**src/rtl/core/csvg_pkg.sv**
```systemverilog
// Package: types, constants and the cube face table for the cubed-sphere vertex generator.
package csvg_pkg;

  localparam int MAX_SUBDIVISIONS = 255;
  localparam int POS_FRAC_BITS    = 15;

  localparam int DIV_BITS = 17;
  localparam int NUM_W    = 26;
  localparam int C_W      = 18;
  localparam int Q_W      = 16;
  localparam int RES_W    = 70;
  localparam int LEN_W    = 32;

  localparam logic [7:0] N_MAX  = (MAX_SUBDIVISIONS > 255) ? 8'd255 : 8'(MAX_SUBDIVISIONS);
  localparam logic [2:0] FACE_LAST = 3'd5;

  localparam logic signed [C_W-1:0] HALF_ONE = C_W'(32768);
  localparam logic [Q_W-1:0] POS_MAX = 16'h7FFF;

  localparam logic [1:0] AX_ZERO = 2'b00;
  localparam logic [1:0] AX_POS  = 2'b01;
  localparam logic [1:0] AX_NEG  = 2'b11;

  // per face: origin, u axis, v axis
  localparam logic [1:0] FACE_TAB [6][3][3] = '{
    '{'{AX_POS, AX_POS, AX_POS},  '{AX_ZERO, AX_ZERO, AX_NEG}, '{AX_ZERO, AX_NEG, AX_ZERO}},
    '{'{AX_NEG, AX_POS, AX_NEG},  '{AX_ZERO, AX_ZERO, AX_POS}, '{AX_ZERO, AX_NEG, AX_ZERO}},
    '{'{AX_NEG, AX_POS, AX_NEG},  '{AX_POS, AX_ZERO, AX_ZERO}, '{AX_ZERO, AX_ZERO, AX_POS}},
    '{'{AX_NEG, AX_NEG, AX_POS},  '{AX_POS, AX_ZERO, AX_ZERO}, '{AX_ZERO, AX_ZERO, AX_NEG}},
    '{'{AX_NEG, AX_POS, AX_POS},  '{AX_POS, AX_ZERO, AX_ZERO}, '{AX_ZERO, AX_NEG, AX_ZERO}},
    '{'{AX_POS, AX_POS, AX_NEG},  '{AX_NEG, AX_ZERO, AX_ZERO}, '{AX_ZERO, AX_NEG, AX_ZERO}}
  };

  typedef struct packed {
    logic [2:0] face_id;
    logic [7:0] grid_col;
    logic [7:0] grid_row;
  } in_item_t;

  typedef struct packed {
    logic signed [15:0] pos_x;
    logic signed [15:0] pos_y;
    logic signed [15:0] pos_z;
    logic [16:0]        tex_u;
    logic [16:0]        tex_v;
    logic [18:0]        vertex_index;
    logic               has_quad;
    logic [18:0]        corner_tl;
    logic [18:0]        corner_tr;
    logic [18:0]        corner_bl;
    logic [18:0]        corner_br;
  } out_item_t;

  typedef struct packed {
    logic [18:0] idx;
    logic        quad;
    logic [8:0]  rows;
  } side_t;

  typedef struct packed {
    side_t              side;
    logic [2:0]         face;
    logic [NUM_W-1:0]   den;
    logic [NUM_W-1:0]   rem_u;
    logic [NUM_W-1:0]   rem_v;
    logic [DIV_BITS-1:0] q_u;
    logic [DIV_BITS-1:0] q_v;
  } div_t;

  typedef struct packed {
    side_t               side;
    logic [DIV_BITS-1:0] u;
    logic [DIV_BITS-1:0] v;
    logic [2:0][C_W-1:0] c;
  } cube_t;

  typedef struct packed {
    side_t                 side;
    logic [DIV_BITS-1:0]   u;
    logic [DIV_BITS-1:0]   v;
    logic [2:0]            neg;
    logic [LEN_W-1:0]      len2;
    logic [2:0][RES_W-1:0] res;
    logic [2:0][RES_W-1:0] p;
    logic [2:0][Q_W-1:0]   q;
  } root_t;

  function automatic logic signed [C_W-1:0] scale_term(logic [1:0] s,
                                                       logic signed [C_W-1:0] x);
    logic signed [C_W-1:0] r;
    case (s)
      AX_POS:  r = x;
      AX_NEG:  r = -x;
      default: r = '0;
    endcase
    return r;
  endfunction

  function automatic logic signed [C_W-1:0] cube_comp(logic [2:0] face, logic [1:0] k,
                                                      logic [DIV_BITS-1:0] u,
                                                      logic [DIV_BITS-1:0] v);
    logic signed [C_W-1:0] ue;
    logic signed [C_W-1:0] ve;
    ue = $signed({1'b0, u});
    ve = $signed({1'b0, v});
    return scale_term(FACE_TAB[face][0][k], HALF_ONE)
         + scale_term(FACE_TAB[face][1][k], ue)
         + scale_term(FACE_TAB[face][2][k], ve);
  endfunction

endpackage

```
**src/rtl/core/csvg_root_cell.sv**
```systemverilog
// Projection cell: settles one bit of each rounded sphere component.
module csvg_root_cell #(
  parameter int BIT = 0
) (
  input  logic            clk,
  input  logic            rst,
  input  logic            in_valid,
  output logic            in_ready,
  input  csvg_pkg::root_t in_data,
  output logic            out_valid,
  input  logic            out_ready,
  output csvg_pkg::root_t out_data
);
  import csvg_pkg::*;

  logic signed [RES_W-1:0] len_s;
  logic signed [RES_W-1:0] trial;
  root_t                   data_next;

  assign in_ready = !out_valid || out_ready;

  always_comb begin
    data_next = in_data;
    len_s     = $signed(RES_W'(in_data.len2));
    for (int k = 0; k < 3; k++) begin
      trial = $signed(in_data.res[k]) - ($signed(in_data.p[k]) <<< (BIT + 2))
            - (len_s <<< (2 * BIT + 2));
      if (!trial[RES_W-1]) begin
        data_next.res[k]    = trial;
        data_next.p[k]      = $signed(in_data.p[k]) + (len_s <<< (BIT + 1));
        data_next.q[k][BIT] = 1'b1;
      end
    end
  end

  always_ff @(posedge clk) begin
    if (rst) begin
      out_valid <= 1'b0;
    end else if (in_ready) begin
      out_valid <= in_valid;
    end
  end

  always_ff @(posedge clk) begin
    if (in_ready) begin
      out_data <= data_next;
    end
  end

endmodule
```
**config.mk**
```make
export PLATFORM = sky130hd
export DESIGN_NAME = csvg_root_cell
export DESIGN_NICKNAME = d
export VERILOG_FILES = /design/src/rtl/core/csvg_pkg.sv /design/src/rtl/core/csvg_root_cell.sv
export SDC_FILE = /design/constraint.sdc
export NUM_CORES = 2
export LEC_CHECK = 0
export BUFFER_PORTS_ARGS = -buffer_cell sky130_fd_sc_hd__buf_2
export CAP_MARGIN = 5
export CELL_PAD_IN_SITES_DETAIL_PLACEMENT = 1
export CELL_PAD_IN_SITES_GLOBAL_PLACEMENT = 1
export CORE_AREA = 2 2 438 440
export CTS_CLUSTER_SIZE = 30
export DETAILED_ROUTE_END_ITERATION = 6
export DIE_AREA = 0 0 440 442
export GPL_TIMING_DRIVEN = 0
export PLACE_DENSITY_LB_ADDON = 0.25
export SLEW_MARGIN = 0
export SYNTH_ARGS = -nofsm -noshare
export SYNTH_HDL_FRONTEND = slang
export SYNTH_SLANG_ARGS = --single-unit
```
**constraint.sdc**
```tcl
create_clock -name clk -period 23.3 [get_ports clk]
set_input_delay 4.66 -clock clk [delete_from_list [all_inputs] [get_ports clk]]
set_output_delay 4.66 -clock clk [all_outputs]
set_load 0.01 [all_outputs]
```
-- Word level (Yosys, flattened, before mapping)
Cells that the tools add are included.
- output and inout bits: 568
- word-level logic and storage cells: 40
- flip-flop bits (word level): 567
- bits of input ports: 570
- reductions and logical operators: 2
- multiplexer cells: 6
- $add $sub $neg: 9
- operators by type and width (kind ; number):
    $add A70 B34 Y70 ; 3
    $mux W70 ; 3
    $sub A70 B35 Y70 ; 3
    $sub A70 B70 Y70 ; 3
    $mux W69 ; 3
    $logic_not A1 Y1 ; 1
    $logic_or A1 B1 Y1 ; 1

-- Depth between registers and ports, before layout
- depth after elaboration: 3
- gate-level depth with buffers: 18
- mapped depth without buffers: 15

-- Least setup slack after synthesis
No wires, ideal clock.
- kind: input -> output
- start point: input out_ready
- end point: output in_ready
- slack: 414 ps
- path buffers: 0
- required time: 18640 ps
- stages: 1
- arrival: 18226 ps
- path through: nand2b_1
- longest elaborated chain between the ends: 1
- ends and longest elaborated chain (element ; line ; text):
    start, declared ; csvg_root_cell.sv:11 ; input logic out_ready,
    $logic_or A1 B1 Y1 ; csvg_root_cell.sv:20 ; assign in_ready = !out_valid || out_ready;
    end, declared ; csvg_root_cell.sv:8 ; output logic in_ready,
No other way between the ends.

-- Final worst setup path
Ends and elaborated chain as after synthesis.

==> results.toml <==
[run_status]
status = "finished, final reports clean"

[drt]
drt-initial-drc-count = 1983
first_pass_iters = 5
route.detailed.drc = 0
wirelength_mm = 226
wire_per_inst_um = 26.7
postRouteAntennaNets = 0
via_per_inst = 4.79
dr_total_vias = 40600

[global_route]
antenna_found_initial = 103
grt_pass1_wl_mm = 314
grt_use_total_pct = 22.6
grt_max_degree = 71
overflow = 0
grt_pass1_vias = 42700

[timing]
relSlewSlack_pct = 10.9
slew_violations = 0
min_period_ps = 11370
fin_tns_setup_ps = 0
finalClockSkew_ps = 47.8
hold_violations = 0
whs_ps = 1190
rsz0062_at_grt = "false"
worst_pin_slew_ps = 1320
fin_crit_sh_pct = 48.8
fmax_ghz = 0.0879
setup_viol = 0

[synth]
synthFlopType = "edfxtp_1"
ys_warn_count = 0
synth_top_area_share_pct = 38.9
ys_top_cells_by_area = "edfxtp_1 (39%), ha_1 (12%), o21ai_0 (5.0%), nand2_1 (4.8%), xnor2_1 (4.7%)"
syn_area_per_cell_um2 = 9.40
async_flop_share_pct = 0
syn_nets = 5718
synth-edff-count = 566
synth_cell_type_count = 82
syn_inst = 4641
ys_seq_elements = 567
synth.largest_area_cell = "edfxtp_1"
seq_area_frac_synth_pct = 39.0
syn_area_um2 = 43600

[worst_setup_path]
cp.required_ps = 18640
path_max_fanout = 54
start_kind = "primary input"
cp-end-kind = "primary output"
cp_data_arrival_time_ps = 6710
crit_type = "primary input to primary output"

[floorplan]
die_area_um2 = 194000
die_h_um = 442
die_x_um = 440
core_area_um2 = 190000
num_io_pins = 1138
initial_utilization_pct = 23.0
row_count = 160

[cells_and_area]
nets = 6947
fin_util_pct = 29.3
layout_commonest_cell = "buf_2"
final_cell_mix = "buf_2 (1163), edfxtp_1 (566), nand2_1 (557), inv_1 (524), o21ai_0 (436)"
drive_above_1_share_pct = 22.5
area_delta_synth_final_pct = 27.3

[power]
power_density_nw_per_um2 = 87.3
p_leak_uw = 0.0253
worst_ir_drop_vdd_mv = 0.0589

[place]
gp_congestion = 0.934
port_buffers = 1137
dpl.hpwl_mm = 192

[cts]
cts_setup_buffers = 0
holdBufCountCts = 0
clk_latency_ps = 750
clk_pin_slew_worst_paths_ps = 60
cts_sinks = 567
cts_buffers = 79
cts_tree = "done"
htree_levels = 3
cts_buffer_depth = 3
cts.repair.resized = 0
cts-root-buf = "clkbuf_16"

[hold_path]
hold_path.class = "register to register"

[job]
max-cap-violations = 0
path summary, 6_finish.rpt:
path	start	cells past startpoint	slack (ps)	end
max	out_ready	6	11930	in_ready
min reg2reg	out_valid	1	1190	out_data[41]
min	out_valid	1	1190	out_data[41]
max reg2reg	out_valid	4	20750	out_data[185]
cells in the mapped netlist, types with 55 or more instances:
library cell / instances
a21o_1: 190
a21oi_1: 308
clkbuf_1: 128
edfxtp_1: 566
fa_1: 99
ha_1: 408
inv_1: 524
nand2_1: 557
nand3_1: 109
nand4_1: 98
nor2_1: 183
nor3_1: 55
o21ai_0: 437
xnor2_1: 235
xor2_1: 154
critical path, stage by stage:
cell      delay (ps)
buf_2             80
nand2b_4         680
buf_16           330
buf_16           340
buf_16           260
buf_2            190
metrics by stage:
step / instances / power (uW) / area [um2] / worst slack, ps
3_3_place_gp: 8289 / 3620 / 52500 / -10190
6_report: 8473 / 4850 / 55600 / 11930
2_1_floorplan: 4641 / 2620 / 43600 / 414
3_5_place_dp: 8300 / 3590 / 52800 / 11490
5_1_grt: 8467 / 5120 / 55600 / 11810
4_1_cts: 8442 / 4930 / 55500 / 11900
kinds of logic after synthesis:
family / count (synthesis) / share of synthesized area [%]
XOR/XNOR: 389 / 7.81
buffers and inverters: 688 / 6.04
AO/OA/AOI/OAI: 1256 / 17.6
AND/OR/NAND/NOR: 1223 / 13.0
adder cells (fa/ha/maj): 507 / 16.2
flip-flops: 567 / 39.0
multiplexers: 11 / 0.278
routing by layer:
layer,vias to the layer above,track usage (%),part of all wire (%)
li1,18900,-,-
met1,20200,24.2,38
met2,1072,42.4,53
met3,400,3.67,4.3
met4,26,10.7,4.9
met5,-,0,0.072
report_power, final:
part	switching, uW	internal (uW)
logic	1370	663
clock network	550	755
registers	81.2	1430
total	2000	2850
area by class of cell:
type                            count  area (um2)
Fill cell                       22300      134000
Multi-Input combinational cell   3386       24000
Sequential cell                   567       17000
Timing Repair Buffer             1148        5990
Tap cell                         2511        3140
Clock buffer                       89        2010
Inverter                          524        1970
Clock inverter                     53         697
Buffer                            164         671
Antenna cell                       31        77.6
state kept, by name, summed over array words and instances, names as in the netlist:
signal,cells
out_data,566
out_valid,1
No activity file was read; power rests on OpenSTA's default activity.
