## src/rtl/core/csvg_pkg.sv

```systemverilog
// Package: types, constants and the cube face table for the cubed-sphere vertex generator.
package csvg_pkg;

  localparam int MAX_SUBDIVISIONS = 255;
  localparam int POS_FRAC_BITS    = 15;

  localparam int DIV_BITS = 17;
  localparam int NUM_W    = 26;
  localparam int C_W      = 18;
  localparam int Q_W      = 16;
  localparam int RES_W    = 70;
  localparam int LEN_W    = 32;

  localparam logic [7:0] N_MAX  = (MAX_SUBDIVISIONS > 255) ? 8'd255 : 8'(MAX_SUBDIVISIONS);
  localparam logic [2:0] FACE_LAST = 3'd5;

  localparam logic signed [C_W-1:0] HALF_ONE = C_W'(32768);
  localparam logic [Q_W-1:0] POS_MAX = 16'h7FFF;

  localparam logic [1:0] AX_ZERO = 2'b00;
  localparam logic [1:0] AX_POS  = 2'b01;
  localparam logic [1:0] AX_NEG  = 2'b11;

  // per face: origin, u axis, v axis
  localparam logic [1:0] FACE_TAB [6][3][3] = '{
    '{'{AX_POS, AX_POS, AX_POS},  '{AX_ZERO, AX_ZERO, AX_NEG}, '{AX_ZERO, AX_NEG, AX_ZERO}},
    '{'{AX_NEG, AX_POS, AX_NEG},  '{AX_ZERO, AX_ZERO, AX_POS}, '{AX_ZERO, AX_NEG, AX_ZERO}},
    '{'{AX_NEG, AX_POS, AX_NEG},  '{AX_POS, AX_ZERO, AX_ZERO}, '{AX_ZERO, AX_ZERO, AX_POS}},
    '{'{AX_NEG, AX_NEG, AX_POS},  '{AX_POS, AX_ZERO, AX_ZERO}, '{AX_ZERO, AX_ZERO, AX_NEG}},
    '{'{AX_NEG, AX_POS, AX_POS},  '{AX_POS, AX_ZERO, AX_ZERO}, '{AX_ZERO, AX_NEG, AX_ZERO}},
    '{'{AX_POS, AX_POS, AX_NEG},  '{AX_NEG, AX_ZERO, AX_ZERO}, '{AX_ZERO, AX_NEG, AX_ZERO}}
  };

  typedef struct packed {
    logic [2:0] face_id;
    logic [7:0] grid_col;
    logic [7:0] grid_row;
  } in_item_t;

  typedef struct packed {
    logic signed [15:0] pos_x;
    logic signed [15:0] pos_y;
    logic signed [15:0] pos_z;
    logic [16:0]        tex_u;
    logic [16:0]        tex_v;
    logic [18:0]        vertex_index;
    logic               has_quad;
    logic [18:0]        corner_tl;
    logic [18:0]        corner_tr;
    logic [18:0]        corner_bl;
    logic [18:0]        corner_br;
  } out_item_t;

  typedef struct packed {
    logic [18:0] idx;
    logic        quad;
    logic [8:0]  rows;
  } side_t;

  typedef struct packed {
    side_t              side;
    logic [2:0]         face;
    logic [NUM_W-1:0]   den;
    logic [NUM_W-1:0]   rem_u;
    logic [NUM_W-1:0]   rem_v;
    logic [DIV_BITS-1:0] q_u;
    logic [DIV_BITS-1:0] q_v;
  } div_t;

  typedef struct packed {
    side_t               side;
    logic [DIV_BITS-1:0] u;
    logic [DIV_BITS-1:0] v;
    logic [2:0][C_W-1:0] c;
  } cube_t;

  typedef struct packed {
    side_t                 side;
    logic [DIV_BITS-1:0]   u;
    logic [DIV_BITS-1:0]   v;
    logic [2:0]            neg;
    logic [LEN_W-1:0]      len2;
    logic [2:0][RES_W-1:0] res;
    logic [2:0][RES_W-1:0] p;
    logic [2:0][Q_W-1:0]   q;
  } root_t;

  function automatic logic signed [C_W-1:0] scale_term(logic [1:0] s,
                                                       logic signed [C_W-1:0] x);
    logic signed [C_W-1:0] r;
    case (s)
      AX_POS:  r = x;
      AX_NEG:  r = -x;
      default: r = '0;
    endcase
    return r;
  endfunction

  function automatic logic signed [C_W-1:0] cube_comp(logic [2:0] face, logic [1:0] k,
                                                      logic [DIV_BITS-1:0] u,
                                                      logic [DIV_BITS-1:0] v);
    logic signed [C_W-1:0] ue;
    logic signed [C_W-1:0] ve;
    ue = $signed({1'b0, u});
    ve = $signed({1'b0, v});
    return scale_term(FACE_TAB[face][0][k], HALF_ONE)
         + scale_term(FACE_TAB[face][1][k], ue)
         + scale_term(FACE_TAB[face][2][k], ve);
  endfunction

endpackage

```

## src/rtl/core/csvg_div_cell.sv

```systemverilog
// Divider cell: settles one quotient bit of u and of v.
module csvg_div_cell #(
  parameter int BIT = 0
) (
  input  logic           clk,
  input  logic           rst,
  input  logic           in_valid,
  output logic           in_ready,
  input  csvg_pkg::div_t in_data,
  output logic           out_valid,
  input  logic           out_ready,
  output csvg_pkg::div_t out_data
);
  import csvg_pkg::*;

  logic [NUM_W-1:0] trial;
  div_t             data_next;

  assign in_ready = !out_valid || out_ready;

  always_comb begin
    trial     = in_data.den << BIT;
    data_next = in_data;
    if (in_data.rem_u >= trial) begin
      data_next.rem_u    = in_data.rem_u - trial;
      data_next.q_u[BIT] = 1'b1;
    end
    if (in_data.rem_v >= trial) begin
      data_next.rem_v    = in_data.rem_v - trial;
      data_next.q_v[BIT] = 1'b1;
    end
  end

  always_ff @(posedge clk) begin
    if (rst) begin
      out_valid <= 1'b0;
    end else if (in_ready) begin
      out_valid <= in_valid;
    end
  end

  always_ff @(posedge clk) begin
    if (in_ready) begin
      out_data <= data_next;
    end
  end

endmodule

```

## config.mk

```make
export PLATFORM = sky130hd
export DESIGN_NAME = csvg_div_cell
export DESIGN_NICKNAME = d
export VERILOG_FILES = /design/src/rtl/core/csvg_pkg.sv /design/src/rtl/core/csvg_div_cell.sv
export SDC_FILE = /design/constraint.sdc
export NUM_CORES = 1
export LEC_CHECK = 0
export BUFFER_PORTS_ARGS = -buffer_cell sky130_fd_sc_hd__clkbuf_2
export CAP_MARGIN = 15
export CORE_MARGIN = 2
export CORE_UTILIZATION = 50
export CTS_BUF_LIST = sky130_fd_sc_hd__clkbuf_16
export CTS_CLUSTER_DIAMETER = 200
export CTS_CLUSTER_SIZE = 25
export DETAILED_ROUTE_END_ITERATION = 8
export HOLD_SLACK_MARGIN = 0.1
export PLACE_DENSITY = 0.81
export SYNTH_ARGS = -nofsm -noshare
export SYNTH_HDL_FRONTEND = slang
export SYNTH_SLANG_ARGS = --single-unit
```

## constraint.sdc

```tcl
create_clock -name clk -period 5.1 [get_ports clk]
set_input_delay 0.255 -clock clk [delete_from_list [all_inputs] [get_ports clk]]
set_output_delay 0.255 -clock clk [all_outputs]
set_load 0.01 [all_outputs]
```

Word-level counts from Yosys, hierarchy flattened
Cells that the tools add are included.
Storage, ports and cells
  bits in registers: 145
  output and inout bits: 146
  word-level logic and storage cells: 20
Cells by class
  add/sub/neg operators: 2
  $lt $le $gt $ge: 2
  mux-type cells: 2
  reductions and logical operators: 2
Operators with widths (number)
  >= comparator 26 bit: 2
  two-way mux 26 bit: 2
  subtractor 26 bit: 2
  logical NOT 1 bit: 1
  logical OR 1 bit: 1

Logic depth before layout (Yosys ltp)
  word-level depth: 2
  depth in mapped cells: 14

Least setup slack after synthesis
Ideal clock, no wire load.
  path type: input port to flip-flop
  start point: in out_ready
  end point: reg out_data[0] in the netlist's numbering, enable pin
  data arrival time: 3.812 ns
  slack: 0.754 ns
  stages on the path: 1
  buffers on the path: 0
  path through: nand2b_1
Between the ends
  cells in the longest elaborated chain, start to end: 1
RTL lines
  start, declared: RTL line csvg_div_cell.sv:11  | input logic out_ready,
  logical OR 1 bit: RTL line csvg_div_cell.sv:19  | assign in_ready = !out_valid || out_ready;
  end signal, assigned: RTL line csvg_div_cell.sv:44  | out_data <= data_next;
  end, declared: RTL line csvg_div_cell.sv:12  | output csvg_pkg::div_t out_data
No other way between the ends.
A chain may end at the register's enable or synchronous reset.

==> flow_summary.yaml <==
run_status:
  outcome: "complete, no violations"
power:
  p_total_mw: 3.74
  seqPwrFrac: 0.403
  p_comb_frac: 0.235
  netSwitchingPower_mw: 0.994
  pwr-share-clk: 0.361
  p_int_mw: 2.75
  leakage_nw: 5.16
  vdd_drop_max_mv: 0.216
  switching_share: 0.266
  pwr_density_cell_mw_per_mm2: 336
cells_and_area:
  area_growth_pct: 40.5
  fillCellCount: 1063
  final_cell_mix: "293 x clkbuf_2, 144 x edfxtp_1, 94 x dlygate4sd3_1, 52 x ha_1, 42 x a21oi_1"
  seq_area_sq_mm: 0.00434
  multi_input_area_sq_mm: 0.00330
  fin_nets: 1197
  diodes: 0
  drive_above_1_share: 0.384
  final_cells: 1219
  layout_commonest_cell: "clkbuf_2"
setup_path:
  r2r-end: "out_valid"
  path_cells: "dlygate4sd3_1, clkbuf_2, ha_1, inv_1, fa_1, a21o_1, a221o_1, o211a_1, nor2_1, a31oi_1, a21oi_1, o31a_1, buf_4, mux2_2"
  endpoint_kind: "flop"
  path_class: "input port to flop"
  rrSetupSlack_ns: 2.78
  critPathBufInv: 4
  cp_slowest_cell: "dlygate4sd3_1"
  reg2regPathDepth: 4
  critPathArrivalTime_ns: 3.77
  crit_required_ns: 5.26
  cp-start-kind: "input port"
  r2r_start: "out_valid"
  slowest_delay_ns: 0.54
  path_max_fanout: 27
  cp_top_family: "compound AO/OA/AOI/OAI gates"
yosys:
  synth_edf_count: 144
  ys_warn_count: 0
  yosysUniqueCellTypes: 67
  synth-seq-cells: 145
  synth.avg_cell_area_sq_um: 13.1
  synthCells: 604
  yosysSeqAreaShare: 0.549
  ys_async_sr_fraction: 0
  syn_nets: 806
  syn_area_sq_mm: 0.00792
  ys.flop_type: "edfxtp_1"
placed_design:
  port_buffers: 293
  gp_congestion: 0.906
  pre_cts_ws_ns: 1.67
  placed_cells: 1093
  hpwl_mm: 16.6
drt:
  drt-total-wl_mm: 24.5
  wire_per_inst_um: 20.1
  via_per_inst: 5.47
  vias: 6664
  ant_nets: 0
  dr.pass1.iters: 7
  drt_iter0_markers: 360
  drc: 0
clocking:
  cts_buffer_depth: 2
  cts.clk_slew.worst_paths_ns: 0.06
  htree_levels: 4
  clockRootBuffer: "clkbuf_16"
  cts_tree: "done"
  postCtsSetupRepairBufs: 0
  clock-sinks: 145
  clock_latency_ns: 0.41
  cts_buffers: 17
grt:
  track_usage: 0.286
  first_global_vias: 6588
  grt_max_degree: 80
  grt_overflow: 0
  antenna_found_initial: 0
  grt_pass1_wl_mm: 35.8
timing:
  post-route-period-util: 0.708
  finalSetupViolations: 0
  post-route-min-period_ns: 3.61
  tns_ns: 0
  final.setup_skew_ns: 0.0130
  rsz0062_at_grt: "no"
  fin_ws_ns: 1.49
  hold_violations: 0
  max-slew-margin-rel: 0.373
  worst_slew_pin_slew_ns: 0.941
  max_freq_mhz: 277
  slew_violations: 0
hold_path:
  min_from: "in_data[70]"
  hp-class: "input port to flop"
  whs_path_depth: 2
  worstHoldEndpoint: "out_data[70]"
die:
  start_util: 0.517
  dieArea_sq_mm: 0.0169
  fp.coreArea_sq_mm: 0.0153
  die_x_um: 130
  io_pins: 294
  die_h_um: 130
  rows: 45
job:
  max-cap-violations: 0
worst register-to-register path: cells and delay by family (launching register included):
kind,cells,cell delay (ns)
AOI/OAI and AO/OA,1,0.14
buffers and inverters,2,1.05
DFF,1,0.34
and+or+nand+nor,1,0.68
through the flow:
| step | util | hold slack (ns) | instance area (sq um) |
|---|---|---|---|
| after detailed placement | 0.623 | 0.412 | 9540 |
| after global routing | 0.726 | 0.164 | 11100 |
| after global placement | 0.623 | 0.411 | 9540 |
| after CTS | 0.726 | 0.150 | 11100 |
| final | 0.726 | 0.171 | 11100 |
| after floorplan | - | 0.324 | 7920 |
power groups by stage:
stage	logic (mW)	clock network [mW]	registers (mW)
finish	0.880	1.35	1.51
global route	0.946	1.42	1.52
CTS	0.864	1.36	1.51
detailed placement	0.800	0	1.53
global placement	0.788	0	1.53
floorplan	0.448	0	1.61
flip-flops by register name, summed over array words and instances (netlist names):
signal and cells:
out_data 144, out_valid 1
logic make-up (layout without fill, tap and decap cells):
group,after synthesis,count (layout),synth area share
compound gates,152,152,0.130
flops,145,145,0.549
simple gates,102,102,0.0667
fa+ha+maj,54,54,0.0872
buf+inv,54,458,0.0356
mux,52,52,0.0822
xor+xnor,45,45,0.0498
final cells by class:
class	instances	share of cell area
repair buffers	390	0.220
well taps	211	0.0237
clock buffers	17	0.0382
multi-input cells	405	0.296
clock inverters	15	0.0193
inverters	36	0.0121
flip-flops and latches	145	0.391
routing by layer:
layer  wire (um)  global-route usage  vias to the layer above  share of wire
met4        1390               0.157                        0          0.057
li1            -                   -                     3092              -
met1        9350               0.332                     3149           0.38
met2       11900               0.493                      344           0.49
met3        1830              0.0644                       79          0.075
met5           0                   0                        -              0
synthesized netlist by cell type, types with 3 or more instances:
master	number	share of area
a211oi_1	6	0.0057
a21boi_0	3	0.0028
a21o_1	30	0.028
a21oi_1	42	0.027
a31oi_1	7	0.0055
and3_1	3	0.0024
buf_2	4	0.0025
buf_4	3	0.0028
buf_6	4	0.0057
clkbuf_1	5	0.0024
edfxtp_1	144	0.55
ha_1	52	0.082
inv_1	36	0.017
mux2_2	32	0.046
mux2_4	18	0.034
nand2_1	21	0.010
nand2b_1	5	0.0040
nand3_1	13	0.0082
nand4_1	8	0.0063
nor2_1	24	0.011
nor3_1	6	0.0038
o211ai_1	3	0.0028
o21a_1	5	0.0047
o21ai_0	24	0.015
o21bai_1	3	0.0028
o31ai_1	3	0.0028
or3_1	3	0.0024
or4_1	3	0.0028
xnor2_1	24	0.027
xor2_1	21	0.023
worst max path at each step:
stage | from | end | cells after the start
after global routing | in_data[86] | out_data[62] | 14
after detailed placement | in_data[60] | out_data[72] | 14
after global placement | in_data[60] | out_data[61] | 14
final | in_data[86] | out_data[62] | 14
after CTS | in_data[86] | out_data[72] | 14
after floorplan | out_ready | out_data[0] | 1
what timing repair did:
item,in CTS,in global routing
hold buffers,94,0
setup endpoints to repair,0,0
resized for setup,0,0
hold endpoints to repair,93,0
Note: power is estimated with default switching activity, not from simulation.
