===== src/rtl/core/csvg_pkg.sv =====
// Package: types, constants and the cube face table for the cubed-sphere vertex generator.
package csvg_pkg;

  localparam int MAX_SUBDIVISIONS = 255;
  localparam int POS_FRAC_BITS    = 15;

  localparam int DIV_BITS = 17;
  localparam int NUM_W    = 26;
  localparam int C_W      = 18;
  localparam int Q_W      = 16;
  localparam int RES_W    = 70;
  localparam int LEN_W    = 32;

  localparam logic [7:0] N_MAX  = (MAX_SUBDIVISIONS > 255) ? 8'd255 : 8'(MAX_SUBDIVISIONS);
  localparam logic [2:0] FACE_LAST = 3'd5;

  localparam logic signed [C_W-1:0] HALF_ONE = C_W'(32768);
  localparam logic [Q_W-1:0] POS_MAX = 16'h7FFF;

  localparam logic [1:0] AX_ZERO = 2'b00;
  localparam logic [1:0] AX_POS  = 2'b01;
  localparam logic [1:0] AX_NEG  = 2'b11;

  // per face: origin, u axis, v axis
  localparam logic [1:0] FACE_TAB [6][3][3] = '{
    '{'{AX_POS, AX_POS, AX_POS},  '{AX_ZERO, AX_ZERO, AX_NEG}, '{AX_ZERO, AX_NEG, AX_ZERO}},
    '{'{AX_NEG, AX_POS, AX_NEG},  '{AX_ZERO, AX_ZERO, AX_POS}, '{AX_ZERO, AX_NEG, AX_ZERO}},
    '{'{AX_NEG, AX_POS, AX_NEG},  '{AX_POS, AX_ZERO, AX_ZERO}, '{AX_ZERO, AX_ZERO, AX_POS}},
    '{'{AX_NEG, AX_NEG, AX_POS},  '{AX_POS, AX_ZERO, AX_ZERO}, '{AX_ZERO, AX_ZERO, AX_NEG}},
    '{'{AX_NEG, AX_POS, AX_POS},  '{AX_POS, AX_ZERO, AX_ZERO}, '{AX_ZERO, AX_NEG, AX_ZERO}},
    '{'{AX_POS, AX_POS, AX_NEG},  '{AX_NEG, AX_ZERO, AX_ZERO}, '{AX_ZERO, AX_NEG, AX_ZERO}}
  };

  typedef struct packed {
    logic [2:0] face_id;
    logic [7:0] grid_col;
    logic [7:0] grid_row;
  } in_item_t;

  typedef struct packed {
    logic signed [15:0] pos_x;
    logic signed [15:0] pos_y;
    logic signed [15:0] pos_z;
    logic [16:0]        tex_u;
    logic [16:0]        tex_v;
    logic [18:0]        vertex_index;
    logic               has_quad;
    logic [18:0]        corner_tl;
    logic [18:0]        corner_tr;
    logic [18:0]        corner_bl;
    logic [18:0]        corner_br;
  } out_item_t;

  typedef struct packed {
    logic [18:0] idx;
    logic        quad;
    logic [8:0]  rows;
  } side_t;

  typedef struct packed {
    side_t              side;
    logic [2:0]         face;
    logic [NUM_W-1:0]   den;
    logic [NUM_W-1:0]   rem_u;
    logic [NUM_W-1:0]   rem_v;
    logic [DIV_BITS-1:0] q_u;
    logic [DIV_BITS-1:0] q_v;
  } div_t;

  typedef struct packed {
    side_t               side;
    logic [DIV_BITS-1:0] u;
    logic [DIV_BITS-1:0] v;
    logic [2:0][C_W-1:0] c;
  } cube_t;

  typedef struct packed {
    side_t                 side;
    logic [DIV_BITS-1:0]   u;
    logic [DIV_BITS-1:0]   v;
    logic [2:0]            neg;
    logic [LEN_W-1:0]      len2;
    logic [2:0][RES_W-1:0] res;
    logic [2:0][RES_W-1:0] p;
    logic [2:0][Q_W-1:0]   q;
  } root_t;

  function automatic logic signed [C_W-1:0] scale_term(logic [1:0] s,
                                                       logic signed [C_W-1:0] x);
    logic signed [C_W-1:0] r;
    case (s)
      AX_POS:  r = x;
      AX_NEG:  r = -x;
      default: r = '0;
    endcase
    return r;
  endfunction

  function automatic logic signed [C_W-1:0] cube_comp(logic [2:0] face, logic [1:0] k,
                                                      logic [DIV_BITS-1:0] u,
                                                      logic [DIV_BITS-1:0] v);
    logic signed [C_W-1:0] ue;
    logic signed [C_W-1:0] ve;
    ue = $signed({1'b0, u});
    ve = $signed({1'b0, v});
    return scale_term(FACE_TAB[face][0][k], HALF_ONE)
         + scale_term(FACE_TAB[face][1][k], ue)
         + scale_term(FACE_TAB[face][2][k], ve);
  endfunction

endpackage


===== src/rtl/core/csvg_root_init.sv =====
// Length cell: squares the components and seeds the projection search.
module csvg_root_init (
  input  logic            clk,
  input  logic            rst,
  input  logic            in_valid,
  output logic            in_ready,
  input  csvg_pkg::cube_t in_data,
  output logic            out_valid,
  input  logic            out_ready,
  output csvg_pkg::root_t out_data
);
  import csvg_pkg::*;

  logic [2:0][Q_W-1:0]     mag;
  logic [2:0][2*Q_W-1:0]   sq;
  logic [LEN_W-1:0]        len2;
  logic signed [C_W-1:0]   cs;
  root_t                   data_next;

  assign in_ready = !out_valid || out_ready;

  always_comb begin
    len2 = '0;
    for (int k = 0; k < 3; k++) begin
      cs     = $signed(in_data.c[k]);
      mag[k] = cs[C_W-1] ? Q_W'(-cs) : Q_W'(cs);
      sq[k]  = mag[k] * mag[k];
      len2   = len2 + LEN_W'(sq[k]);
    end
    data_next.side = in_data.side;
    data_next.u    = in_data.u;
    data_next.v    = in_data.v;
    data_next.len2 = len2;
    for (int k = 0; k < 3; k++) begin
      cs                = $signed(in_data.c[k]);
      data_next.neg[k]  = cs[C_W-1];
      data_next.res[k]  = (RES_W'(sq[k]) << (2 * POS_FRAC_BITS + 2)) - RES_W'(len2);
      data_next.p[k]    = -RES_W'(len2);
      data_next.q[k]    = '0;
    end
  end

  always_ff @(posedge clk) begin
    if (rst) begin
      out_valid <= 1'b0;
    end else if (in_ready) begin
      out_valid <= in_valid;
    end
  end

  always_ff @(posedge clk) begin
    if (in_ready) begin
      out_data <= data_next;
    end
  end

endmodule


===== config.mk =====
export PLATFORM = sky130hd
export DESIGN_NAME = csvg_root_init
export DESIGN_NICKNAME = d
export VERILOG_FILES = /design/src/rtl/core/csvg_pkg.sv /design/src/rtl/core/csvg_root_init.sv
export SDC_FILE = /design/constraint.sdc
export NUM_CORES = 2
export LEC_CHECK = 0
export ABC_AREA = 1
export ABC_CLOCK_PERIOD_IN_PS = 29600
export BUFFER_PORTS_ARGS = -buffer_cell sky130_fd_sc_hd__buf_2
export CAP_MARGIN = 20
export CORE_AREA = 3 3 263 265
export DETAILED_ROUTE_END_ITERATION = 16
export DIE_AREA = 0 0 266 268
export HOLD_SLACK_MARGIN = 0.12
export PLACE_DENSITY = 0.84
export SYNTH_ARGS = -nofsm -noshare
export SYNTH_HDL_FRONTEND = slang
export SYNTH_SLANG_ARGS = --single-unit
export TNS_END_PERCENT = 30

===== constraint.sdc =====
create_clock -name clk -period 29.6 [get_ports clk]
set_input_delay 1.48 -clock clk [delete_from_list [all_inputs] [get_ports clk]]
set_output_delay 1.48 -clock clk [all_outputs]
set_load 0.005 [all_outputs]

# Yosys cells after proc, flatten, opt, wreduce, memory -nomap -nowiden
# Index checks and enable logic that the tools add are counted.
[op_classes] addsub=9 mul=3 n_div=0 magnitude_cmp=0 n_eq_ne=0 shift=0 n_mux=3 n_bitwise=0 reduce_logical=2
[ops] op="$sub 64x32->65" n=3
[ops] op="$mul 16x16->32" n=3
[ops] op="$neg 32->70" n=1
[ops] op="$add 32x32->32" n=2
[ops] op="$mux 16" n=3
[ops] op="$neg 16->16" n=3
[ops] op="$logic_not 1->1" n=1
[ops] op="$logic_or 1x1->1" n=1
[totals] register_bits=379 latch_bits=0 mem_bits_rw=0 rom_bits=0 input_bits=121 output_inout_bits=568 wordCells=29 mem_count=0

# Logic depth before layout (Yosys ltp)
[logic_depth] ltp_word=6 depth_mapped=62 depth_no_buf=59

# Least setup slack after synthesis
# Ideal clock, no wire load.
[synth_path] kind="in2reg" from="in in_data[18] (netlist name)" to="reg out_data[378] (netlist name), data pin" setup_time_ps=254 arrival_ps=11373 required_ps=29346 slack_ps=17973 path_stages=54 path_buffers=3 path_cell_list="inv_2 -> clkbuf_1 -> clkbuf_1 -> ha_1 -> nand4_1 -> nor2_1 -> nor2_1 -> or2_2 -> o21ai_0 -> xnor2_1 -> clkbuf_1 -> nand2_1 -> fa_1 -> fa_1 -> inv_1 -> fa_1 -> fa_1 -> fa_1 -> (+18 left out) -> inv_1 -> nand2_1 -> inv_1 -> a21oi_1 -> nand3_2 -> nand2_1 -> nand3b_1 -> nand2_1 -> inv_1 -> nor2_2 -> nand2_2 -> nor2_4 -> nand3_4 -> inv_2 -> nand2_2 -> o21ai_1 -> xor2_1 -> inv_1"
[synth_lines] element="start, declared" line_no="csvg_root_init.sv:7" rtl="input csvg_pkg::cube_t in_data,"
[synth_lines] element="end signal, assigned" line_no="csvg_root_init.sv:53" rtl="out_data <= data_next;"
[synth_lines] element="end, declared" line_no="csvg_root_init.sv:10" rtl="output csvg_pkg::root_t out_data"

==> out/metrics.cfg <==
[sta]
fin_crit_sh_pct=47.99
rsz0062_at_grt=false
hold-worst-slack_ns=0.7558
drv_slew=0
max_freq_mhz=70.40
worstMarginPinSlew_ns=1.193
tns_ns=0
setup_violations=0
period_needed_ns=14.20
finalHoldViolCount=0
slew_headroom_pct=20.44
finClkSkew_ns=0.03571

[clock_tree]
cts_root_buf=clkbuf_16
ctsHoldBuffers=0
clk_path_buf_depth=3
h-tree-depth=2
cts_buffers=34
post_cts_resize_count=0
cts_setup_buffers=0
clock_sinks=260
clk_pin_slew_ns=0.06
clock_latency_ns=0.57
cts_tree=done

[place]
dp_cells=6103
placed_area_um2=42380
hpwl_um=124800
portBuffers=637
gp_congestion=1.055

[setup_path]
critPathMaxStageDelay_ns=0.85
crit_type=in -> reg
critPathCaptureType=flip-flop
endpoint=out_data[444]$_DFFE_PP_
crit_top_cell=inv_1
rrSetupSlack_ns=26.08
cp-start-kind=primary input
cpMaxStageDelayCell=nor4_1
cp_data_required_time_ns=29.88
critPathLaunch=in_data[36]
ff2ff_path_depth=4
r2r-start=out_valid$_SDFFE_PP0P_
timing.rr.end=out_data[556]$_DFFE_PP_
worst_ep_arrival_time_ns=14.48
critical_path_peak_fanout=27

[floorplanning]
rows=95
start_util_pct=60.03
die_area_um2=71290
dieHeight_um=268
die_w_um=266
coreArea_um2=67040
ios=689

[routing]
drc=0
wl_met1_um=51890
wl_met3_um=21130
highest_layer=met5
wl_per_cell_um=24.00
num_vias=34465
dr_wl_met2_um=62600
final_antenna_net_count=0
drt_wl_total_um=148000
viasPerCell=5.590
drt_iter0_drc=3279
dr.pass1.iters=12

[grt]
grt_use_total_pct=41.27
grt_pass1_wl_um=213800
antenna_found_initial=8
gr-total-overflow=0
grt_max_degree=103
grt_pass1_vias=34031

[run_status]
status=complete, no violations

[synth]
yosys_warnings=0
avgSynthCellArea_um2=8.246
synthCells=4880
ys_seq_area_share_pct=19.38
synth.distinct_cells=58
synth_area_um2=40240
ys_ff_latch=260

[hold_path]
hold_path.class=reg -> reg

[final_layout]
regArea_um2=7797
final_common_cell=inv_1
fin_cells=6166
drive_gt1_share_pct=15.59
final_cell_mix=inv_1, nand2_1, buf_2, nor2_1, fa_1
syn_to_final_growth_pct=7.879
final.fill_count=5691
fin_area_um2=43410
nets=6234
multi_input_area_um2=25820

[job]
max-cap-violations=0

-- through the flow --
stage | utilization [%] | setup WS, ns
floorplan | - | 17.97
global route | 64.75 | 14.97
detailed placement | 63.22 | 15.24
global placement | 63.22 | 15.22
CTS | 64.75 | 15.75
finish | 64.76 | 15.40
-- critical path, delay by kind of cell --
| kind | cells | cell delay [ns] |
|---|---|---|
| adder cells (fa/ha/maj) | 10 | 4.80 |
| AND/OR/NAND/NOR | 20 | 3.44 |
| buffers and inverters | 16 | 2.38 |
| XOR/XNOR | 3 | 1.54 |
| AO/OA/AOI/OAI | 3 | 0.77 |
-- cell type report --
type	instances	share of cell area [%]
tap	873	2.516
clock buffer	41	2.020
multi-input combinational	3163	59.47
timing repair buffer	658	7.736
antenna	1	0.005764
sequential	260	17.96
clock inverter	21	0.3487
inverter	1149	9.937
-- cells in the mapped netlist (all sizes together) --
cell	instances	area share [%]
a211o	1	0.022
a211oi	2	0.037
a21o	28	0.52
a21oi	132	1.7
a22oi	1	0.019
a31o	7	0.15
a31oi	9	0.14
and2	1	0.016
and3	4	0.062
buf	316	5.8
clkbuf	39	0.36
clkinv	16	0.15
conb	1	0.0093
dfxtp	1	0.050
edfxtp	259	19
fa	523	26
ha	324	10
inv	1133	11
nand2	865	8.3
nand3	168	2.3
nand3b	22	0.41
nand4	56	0.89
nor2	557	5.5
nor3	61	0.83
nor3b	1	0.019
nor4	11	0.20
o2111ai	1	0.022
o211a	1	0.025
o211ai	7	0.13
o21a	2	0.037
o21ai	85	1.1
o21bai	14	0.26
o221a	1	0.028
o31ai	7	0.13
or2	18	0.28
or3	1	0.016
xnor2	71	1.6
xor2	134	3.0
-- kinds of logic (layout without fill, tap and decap cells) --
kind of cell	Yosys count	after routing	share of synthesized area, %
and+or+nand+nor	1765	1765	18.79
buffers and inverters	1504	1869	16.92
adders and majority gates	847	847	36.09
AOI/OAI and AO/OA	298	298	4.281
DFF	260	260	19.38
xor gates and xnor gates	205	205	4.527
other	1	49	0.009319
-- worst min-delay path by stage --
stage	from	slack [ns]	endpoint	cells after the start
after floorplan	rst	1.55	out_valid$_SDFFE_PP0P_	1
after global placement	out_valid$_SDFFE_PP0P_	0.75	out_valid$_SDFFE_PP0P_	2
after detailed placement	out_valid$_SDFFE_PP0P_	0.75	out_valid$_SDFFE_PP0P_	2
after CTS	out_valid$_SDFFE_PP0P_	0.76	out_valid$_SDFFE_PP0P_	2
after global routing	out_valid$_SDFFE_PP0P_	0.79	out_valid$_SDFFE_PP0P_	2
final	out_valid$_SDFFE_PP0P_	0.76	out_valid$_SDFFE_PP0P_	2
-- state kept, by name, summed over array words and instances, names as in the netlist --
name and cells:
out_data 259, out_valid 1
-- per-layer routing --
| layer | up-vias | track usage (%) |
|---|---|---|
| met5 | - | 1.846 |
| met4 | 14 | 27.45 |
| met3 | 526 | 17.11 |
| met2 | 2130 | 61.30 |
| met1 | 16483 | 49.31 |
| li1 | 15312 | - |
Power is not shown: default switching activity piles up to over one toggle a cycle in this logic, so the estimate is an artifact.
