<file path="src/rtl/core/csvg_pkg.sv">
// Package: types, constants and the cube face table for the cubed-sphere vertex generator.
package csvg_pkg;

  localparam int MAX_SUBDIVISIONS = 255;
  localparam int POS_FRAC_BITS    = 15;

  localparam int DIV_BITS = 17;
  localparam int NUM_W    = 26;
  localparam int C_W      = 18;
  localparam int Q_W      = 16;
  localparam int RES_W    = 70;
  localparam int LEN_W    = 32;

  localparam logic [7:0] N_MAX  = (MAX_SUBDIVISIONS > 255) ? 8'd255 : 8'(MAX_SUBDIVISIONS);
  localparam logic [2:0] FACE_LAST = 3'd5;

  localparam logic signed [C_W-1:0] HALF_ONE = C_W'(32768);
  localparam logic [Q_W-1:0] POS_MAX = 16'h7FFF;

  localparam logic [1:0] AX_ZERO = 2'b00;
  localparam logic [1:0] AX_POS  = 2'b01;
  localparam logic [1:0] AX_NEG  = 2'b11;

  // per face: origin, u axis, v axis
  localparam logic [1:0] FACE_TAB [6][3][3] = '{
    '{'{AX_POS, AX_POS, AX_POS},  '{AX_ZERO, AX_ZERO, AX_NEG}, '{AX_ZERO, AX_NEG, AX_ZERO}},
    '{'{AX_NEG, AX_POS, AX_NEG},  '{AX_ZERO, AX_ZERO, AX_POS}, '{AX_ZERO, AX_NEG, AX_ZERO}},
    '{'{AX_NEG, AX_POS, AX_NEG},  '{AX_POS, AX_ZERO, AX_ZERO}, '{AX_ZERO, AX_ZERO, AX_POS}},
    '{'{AX_NEG, AX_NEG, AX_POS},  '{AX_POS, AX_ZERO, AX_ZERO}, '{AX_ZERO, AX_ZERO, AX_NEG}},
    '{'{AX_NEG, AX_POS, AX_POS},  '{AX_POS, AX_ZERO, AX_ZERO}, '{AX_ZERO, AX_NEG, AX_ZERO}},
    '{'{AX_POS, AX_POS, AX_NEG},  '{AX_NEG, AX_ZERO, AX_ZERO}, '{AX_ZERO, AX_NEG, AX_ZERO}}
  };

  typedef struct packed {
    logic [2:0] face_id;
    logic [7:0] grid_col;
    logic [7:0] grid_row;
  } in_item_t;

  typedef struct packed {
    logic signed [15:0] pos_x;
    logic signed [15:0] pos_y;
    logic signed [15:0] pos_z;
    logic [16:0]        tex_u;
    logic [16:0]        tex_v;
    logic [18:0]        vertex_index;
    logic               has_quad;
    logic [18:0]        corner_tl;
    logic [18:0]        corner_tr;
    logic [18:0]        corner_bl;
    logic [18:0]        corner_br;
  } out_item_t;

  typedef struct packed {
    logic [18:0] idx;
    logic        quad;
    logic [8:0]  rows;
  } side_t;

  typedef struct packed {
    side_t              side;
    logic [2:0]         face;
    logic [NUM_W-1:0]   den;
    logic [NUM_W-1:0]   rem_u;
    logic [NUM_W-1:0]   rem_v;
    logic [DIV_BITS-1:0] q_u;
    logic [DIV_BITS-1:0] q_v;
  } div_t;

  typedef struct packed {
    side_t               side;
    logic [DIV_BITS-1:0] u;
    logic [DIV_BITS-1:0] v;
    logic [2:0][C_W-1:0] c;
  } cube_t;

  typedef struct packed {
    side_t                 side;
    logic [DIV_BITS-1:0]   u;
    logic [DIV_BITS-1:0]   v;
    logic [2:0]            neg;
    logic [LEN_W-1:0]      len2;
    logic [2:0][RES_W-1:0] res;
    logic [2:0][RES_W-1:0] p;
    logic [2:0][Q_W-1:0]   q;
  } root_t;

  function automatic logic signed [C_W-1:0] scale_term(logic [1:0] s,
                                                       logic signed [C_W-1:0] x);
    logic signed [C_W-1:0] r;
    case (s)
      AX_POS:  r = x;
      AX_NEG:  r = -x;
      default: r = '0;
    endcase
    return r;
  endfunction

  function automatic logic signed [C_W-1:0] cube_comp(logic [2:0] face, logic [1:0] k,
                                                      logic [DIV_BITS-1:0] u,
                                                      logic [DIV_BITS-1:0] v);
    logic signed [C_W-1:0] ue;
    logic signed [C_W-1:0] ve;
    ue = $signed({1'b0, u});
    ve = $signed({1'b0, v});
    return scale_term(FACE_TAB[face][0][k], HALF_ONE)
         + scale_term(FACE_TAB[face][1][k], ue)
         + scale_term(FACE_TAB[face][2][k], ve);
  endfunction

endpackage

</file>
<file path="src/rtl/core/csvg_cube.sv">
// Cube cell: places u and v on the cube face.
module csvg_cube (
  input  logic            clk,
  input  logic            rst,
  input  logic            in_valid,
  output logic            in_ready,
  input  csvg_pkg::div_t  in_data,
  output logic            out_valid,
  input  logic            out_ready,
  output csvg_pkg::cube_t out_data
);
  import csvg_pkg::*;

  cube_t data_next;

  assign in_ready = !out_valid || out_ready;

  always_comb begin
    data_next.side = in_data.side;
    data_next.u    = in_data.q_u;
    data_next.v    = in_data.q_v;
    for (int k = 0; k < 3; k++) begin
      data_next.c[k] = cube_comp(in_data.face, 2'(k), in_data.q_u, in_data.q_v);
    end
  end

  always_ff @(posedge clk) begin
    if (rst) begin
      out_valid <= 1'b0;
    end else if (in_ready) begin
      out_valid <= in_valid;
    end
  end

  always_ff @(posedge clk) begin
    if (in_ready) begin
      out_data <= data_next;
    end
  end

endmodule

</file>
<file path="config.mk">
export PLATFORM = sky130hd
export DESIGN_NAME = csvg_cube
export DESIGN_NICKNAME = d
export VERILOG_FILES = /design/src/rtl/core/csvg_pkg.sv /design/src/rtl/core/csvg_cube.sv
export SDC_FILE = /design/constraint.sdc
export NUM_CORES = 1
export LEC_CHECK = 0
export ABC_AREA = 1
export BUFFER_PORTS_ARGS = -buffer_cell sky130_fd_sc_hd__buf_4
export CELL_PAD_IN_SITES_DETAIL_PLACEMENT = 1
export CELL_PAD_IN_SITES_GLOBAL_PLACEMENT = 1
export CORE_MARGIN = 8
export CORE_UTILIZATION = 39
export CTS_CLUSTER_SIZE = 24
export DETAILED_ROUTE_END_ITERATION = 6
export GPL_ROUTABILITY_DRIVEN = 1
export PLACE_DENSITY = 0.93
export RECOVER_POWER = 50
export SYNTH_ARGS = -nofsm -noshare
export SYNTH_HDL_FRONTEND = slang
export SYNTH_SLANG_ARGS = --single-unit
</file>
<file path="constraint.sdc">
create_clock -name clk -period 8.14 [get_ports clk]
set_clock_uncertainty 0.05 [all_clocks]
set_input_delay 1.628 -clock clk [delete_from_list [all_inputs] [get_ports clk]]
set_output_delay 1.628 -clock clk [all_outputs]
set_load 0.01 [all_outputs]
</file>
# Word-level counts from Yosys, hierarchy flattened

Memory sizes are Yosys's and may differ from the RTL's.
Index checks and enable logic that the tools add are counted.

Add/sub/neg operators: 8
$lt $le $gt $ge: 1
Eq/ne operators: 18
Muxes and demuxes: 11
Bitwise operators: 1
Reductions and logical operators: 2

Operators by type and width:

| kind                 | number |
|---|---|
| $pmux W18 S2         | 9 |
| $add A18 B18 Y18     | 6 |
| $mux W18             | 2 |
| $neg A17 Y18         | 2 |
| $eq A2 B1 Y1 const B | 9 |
| $eq A2 B2 Y1 const B | 9 |
| $ge A4 B4 Y1 const B | 1 |
| $not A3 Y4           | 1 |
| $logic_not A1 Y1     | 1 |
| $logic_or A1 B1 Y1   | 1 |

Register bits after elaboration: 118
Memory bits (read-only): 144
Input port bits: 148
Output and inout port bits: 119
Word-level logic and storage cells: 51
Memories kept: 1

Memories:

| memory          | depth | width | read ports | clocked after memory_dff | wr ports | line            | text |
|---|---|---|---|---|---|---|---|
| (no name shown) | 8     | 18    | 1          | 0                        | 0        | csvg_pkg.sv:108 | `+ scale_term(FACE_TAB[face][2][k], ve);` |

# Depth between registers and ports, before layout

Word-level depth: 8
Mapped depth: 20
Depth with buffers taken out: 20

# Least setup slack after synthesis

Ideal clock, no wire load.

Path type: input to output
Start point: input out_ready
End point: output in_ready
Arrival time: 4.203 ns
Setup slack: 2.259 ns
Stages: 2
Buffers on the path: 0
Cell sequence: inv_1 -> nand2_1

Word-level cells in the longest chain between the ends: 1

Ends and longest elaborated chain:

| what               | line            | text |
|---|---|---|
| start: declaration | csvg_cube.sv:9  | `input logic out_ready,` |
| $logic_or A1 B1 Y1 | csvg_cube.sv:16 | `assign in_ready = !out_valid \|\| out_ready;` |
| end: declaration   | csvg_cube.sv:6  | `output logic in_ready,` |

No other way between the ends.

==> impl_metrics.ini <==
[outcome]
status = complete, no violations

[die]
start_util = 0.394
rows = 46
io_pins = 267
dieArea_um2 = 20200
core_area_um2 = 15700
die_x_um = 142
die_h_um = 142

[clock_network]
cts_resized = 0
post_cts_buffers = 0
clockRootBuffer = clkbuf_16
clock_sinks = 118
clkLatencyLatePin_ns = 0.42
numCtsBuffers = 17
cts_tree = yes
h-tree-depth = 4
cts_hold_buffers = 0
clock_path_buffers = 2
path_clk_slew_ns = 0.06

[worst_hold_path]
hold_depth = 2
min_to = out_valid
min_path_type = in2reg
min_from = rst

[synthesis]
yosys.area.top_type = edfxtp_1
synthTopCellsByArea = edfxtp_1, ha_1, nand2_1
syn_area_per_cell_um2 = 10.6
synth_nets = 775
yosysWarnings = 0
yosysUniqueCellTypes = 35
netlist_area_um2 = 6190
synth_seq_cells = 118
synth_seq_area_share = 0.571
yosysTopAreaCellShare = 0.568
netlist_instances = 586

[sta]
tns_ns = 0
worstMarginPinSlew_ns = 1.23
whs_ns = 1.30
finalSetupViolations = 0
rsz0062_at_grt = false
finalCriticalPeriod_ns = 5.39
slew_headroom = 0.179
hold_viol = 0
final_max_slew_viol_count = 0
max_freq_mhz = 185
min_period_over_period = 0.663

[setup_path]
worst_setup_path_start_kind = input port
rrSetupSlack_ns = 5.21
cpMostUsedCell = nand2_1
required_ns = 8.26
max_stage_delay_ns = 0.89
worstReg2RegEnd = out_data[1]
cp_max_fo = 16
rr_worst_depth = 3
slowest_stage = nor2_1
cp-end-kind = flip-flop
worstSetupPathType = in2reg
path_cells = clkbuf_1 > nor2_1 > inv_2 > nor2_2 > inv_2 > o22ai_1 > ha_1 > ha_1 > fa_1 > nand3_1 > nand2_1 > nand2_1 > nand2_1 > o21ai_0 > nor2_1 > o21bai_1 > nand2_1
reg2reg_from = out_valid
arrival_ns = 5.51

[routing]
dr_total_vias = 5226
wl_met3_mm = 1.03
first_pass_iters = 5
ant_nets = 0
drt_iter0_drc = 287
top_layer = met4
drt_wl_total_mm = 20.0
routedWlPerCell_um = 19.6
wl_met1_mm = 8.20
wl_met2_mm = 10.1
via_per_inst = 5.13
route.detailed.drc = 0

[grt]
grt_pass1_vias = 5757
grt_antenna_before_repair = 0
grt_overflow = 0
grt_max_degree = 49
grtUsageTotal = 0.201
grt_pass1_wl_mm = 30.9

[layout]
drive_gt1_frac = 0.172
seq_area_um2 = 3530
syn2layout_area_growth_pct = 29.5
fillers = 1829
diodes = 0
multi_input_area_um2 = 2320
nets = 979

[run]
drv_cap = 0

[pwr]
powerDensity_nw_per_um2 = 215
vdd_drop_max_mv = 0.142
power_mw = 1.72
cellLeakagePower_nw = 3.53

[place]
detailed_place_hpwl_mm = 15.5
io_buffers = 188
gp_congestion = 0.890
layout by cell type, fill, tap and decap left out, types with 5 or more instances in the layout:
cell type and instances:
inv_2 8, clkbuf_1 109, nor2_2 6, nand2_2 5
buf_4 49, o21ai_0 18, nor3_1 7, nand2_1 98
clkbuf_4 31, nor2_1 51, edfxtp_1 117, ha_1 37
nand3_1 42, nand4_1 13, clkbuf_16 17, a21oi_1 16
o21ai_1 9, inv_6 5, inv_1 69, o22ai_1 30
xor2_1 27
area by class of cell:
cell class / instances / area share
flip-flops and latches: 118 / 0.441
well taps: 216 / 0.0337
inverters: 79 / 0.0370
clock inverters: 15 / 0.0192
clock buffers: 17 / 0.0531
multi-input cells: 384 / 0.290
repair buffers: 190 / 0.126
sequential cells by signal, indices dropped and copies added, names as in the netlist:
name / count
out_data: 117
out_valid: 1
cell usage after synthesis:
| library cell | number |
|---|---|
| a21oi_1 | 16 |
| a31oi_1 | 2 |
| and2_1 | 1 |
| buf_2 | 3 |
| clkbuf_1 | 2 |
| clkinv_1 | 2 |
| dfxtp_1 | 1 |
| edfxtp_1 | 117 |
| fa_1 | 4 |
| ha_1 | 37 |
| inv_1 | 67 |
| inv_2 | 10 |
| nand2_1 | 97 |
| nand2_2 | 5 |
| nand2_4 | 1 |
| nand3_1 | 42 |
| nand3_2 | 1 |
| nand3b_1 | 2 |
| nand4_1 | 13 |
| nor2_1 | 49 |
| nor2_2 | 7 |
| nor2_4 | 3 |
| nor2_8 | 1 |
| nor3_1 | 7 |
| nor3_2 | 1 |
| nor3b_2 | 1 |
| nor4_1 | 2 |
| o211ai_1 | 1 |
| o21ai_0 | 18 |
| o21ai_1 | 9 |
| o21bai_1 | 4 |
| o22ai_1 | 30 |
| or2_2 | 1 |
| xnor2_1 | 2 |
| xor2_1 | 27 |
worst max-delay path by stage:
stage | start | end | slack [ns] | cells past startpoint
2_1_floorplan | out_ready | in_ready | 2.26 | 2
3_5_place_dp | in_data[113] | out_data[47] | 3.01 | 18
6_report | in_data[114] | out_data[47] | 2.75 | 17
4_1_cts | in_data[0] | out_data[53] | 3.38 | 19
3_3_place_gp | in_data[113] | out_data[47] | 3.09 | 18
5_1_grt | in_data[114] | out_data[47] | 2.34 | 17
kinds of logic (layout without fill, tap and decap cells):
logic type / Yosys count / after routing / share of synthesized area
and+or+nand+nor: 234 / 234 / 0.176
DFF: 118 / 118 / 0.571
buffers and inverters: 84 / 301 / 0.0515
AOI/OAI and AO/OA: 80 / 80 / 0.0732
adders and majority gates: 41 / 41 / 0.0877
xor gates and xnor gates: 29 / 29 / 0.0410
critical path, delay by kind of cell:
family          cells  cell delay [ns]
buf+inv             3             0.55
simple gates        8             1.76
fa+ha+maj           3             0.97
compound gates      3             0.59
through the flow:
step           std cells  area, um2  utilization  setup WS [ns]
4_1_cts             1019       8450        0.538           3.38
3_5_place_dp         987       7870        0.501           3.01
2_1_floorplan        586       6190            -           2.26
5_1_grt             1019       8010        0.510           2.34
6_report            1019       8010        0.510           2.75
3_3_place_gp         987       7870        0.501           3.09
routing by layer:
metal,GRT usage,vias up
met2,0.360,188
met4,0.0893,0
met3,0.0527,48
met5,0,-
met1,0.219,2522
li1,-,2468
power by group:
part / switching (mW) / leakage [nW] / internal, mW
registers: 0.0164 / 1.24 / 0.733
clock network: 0.318 / 0.279 / 0.407
logic: 0.159 / 2.01 / 0.0872
(Power assumes the default switching activity.)
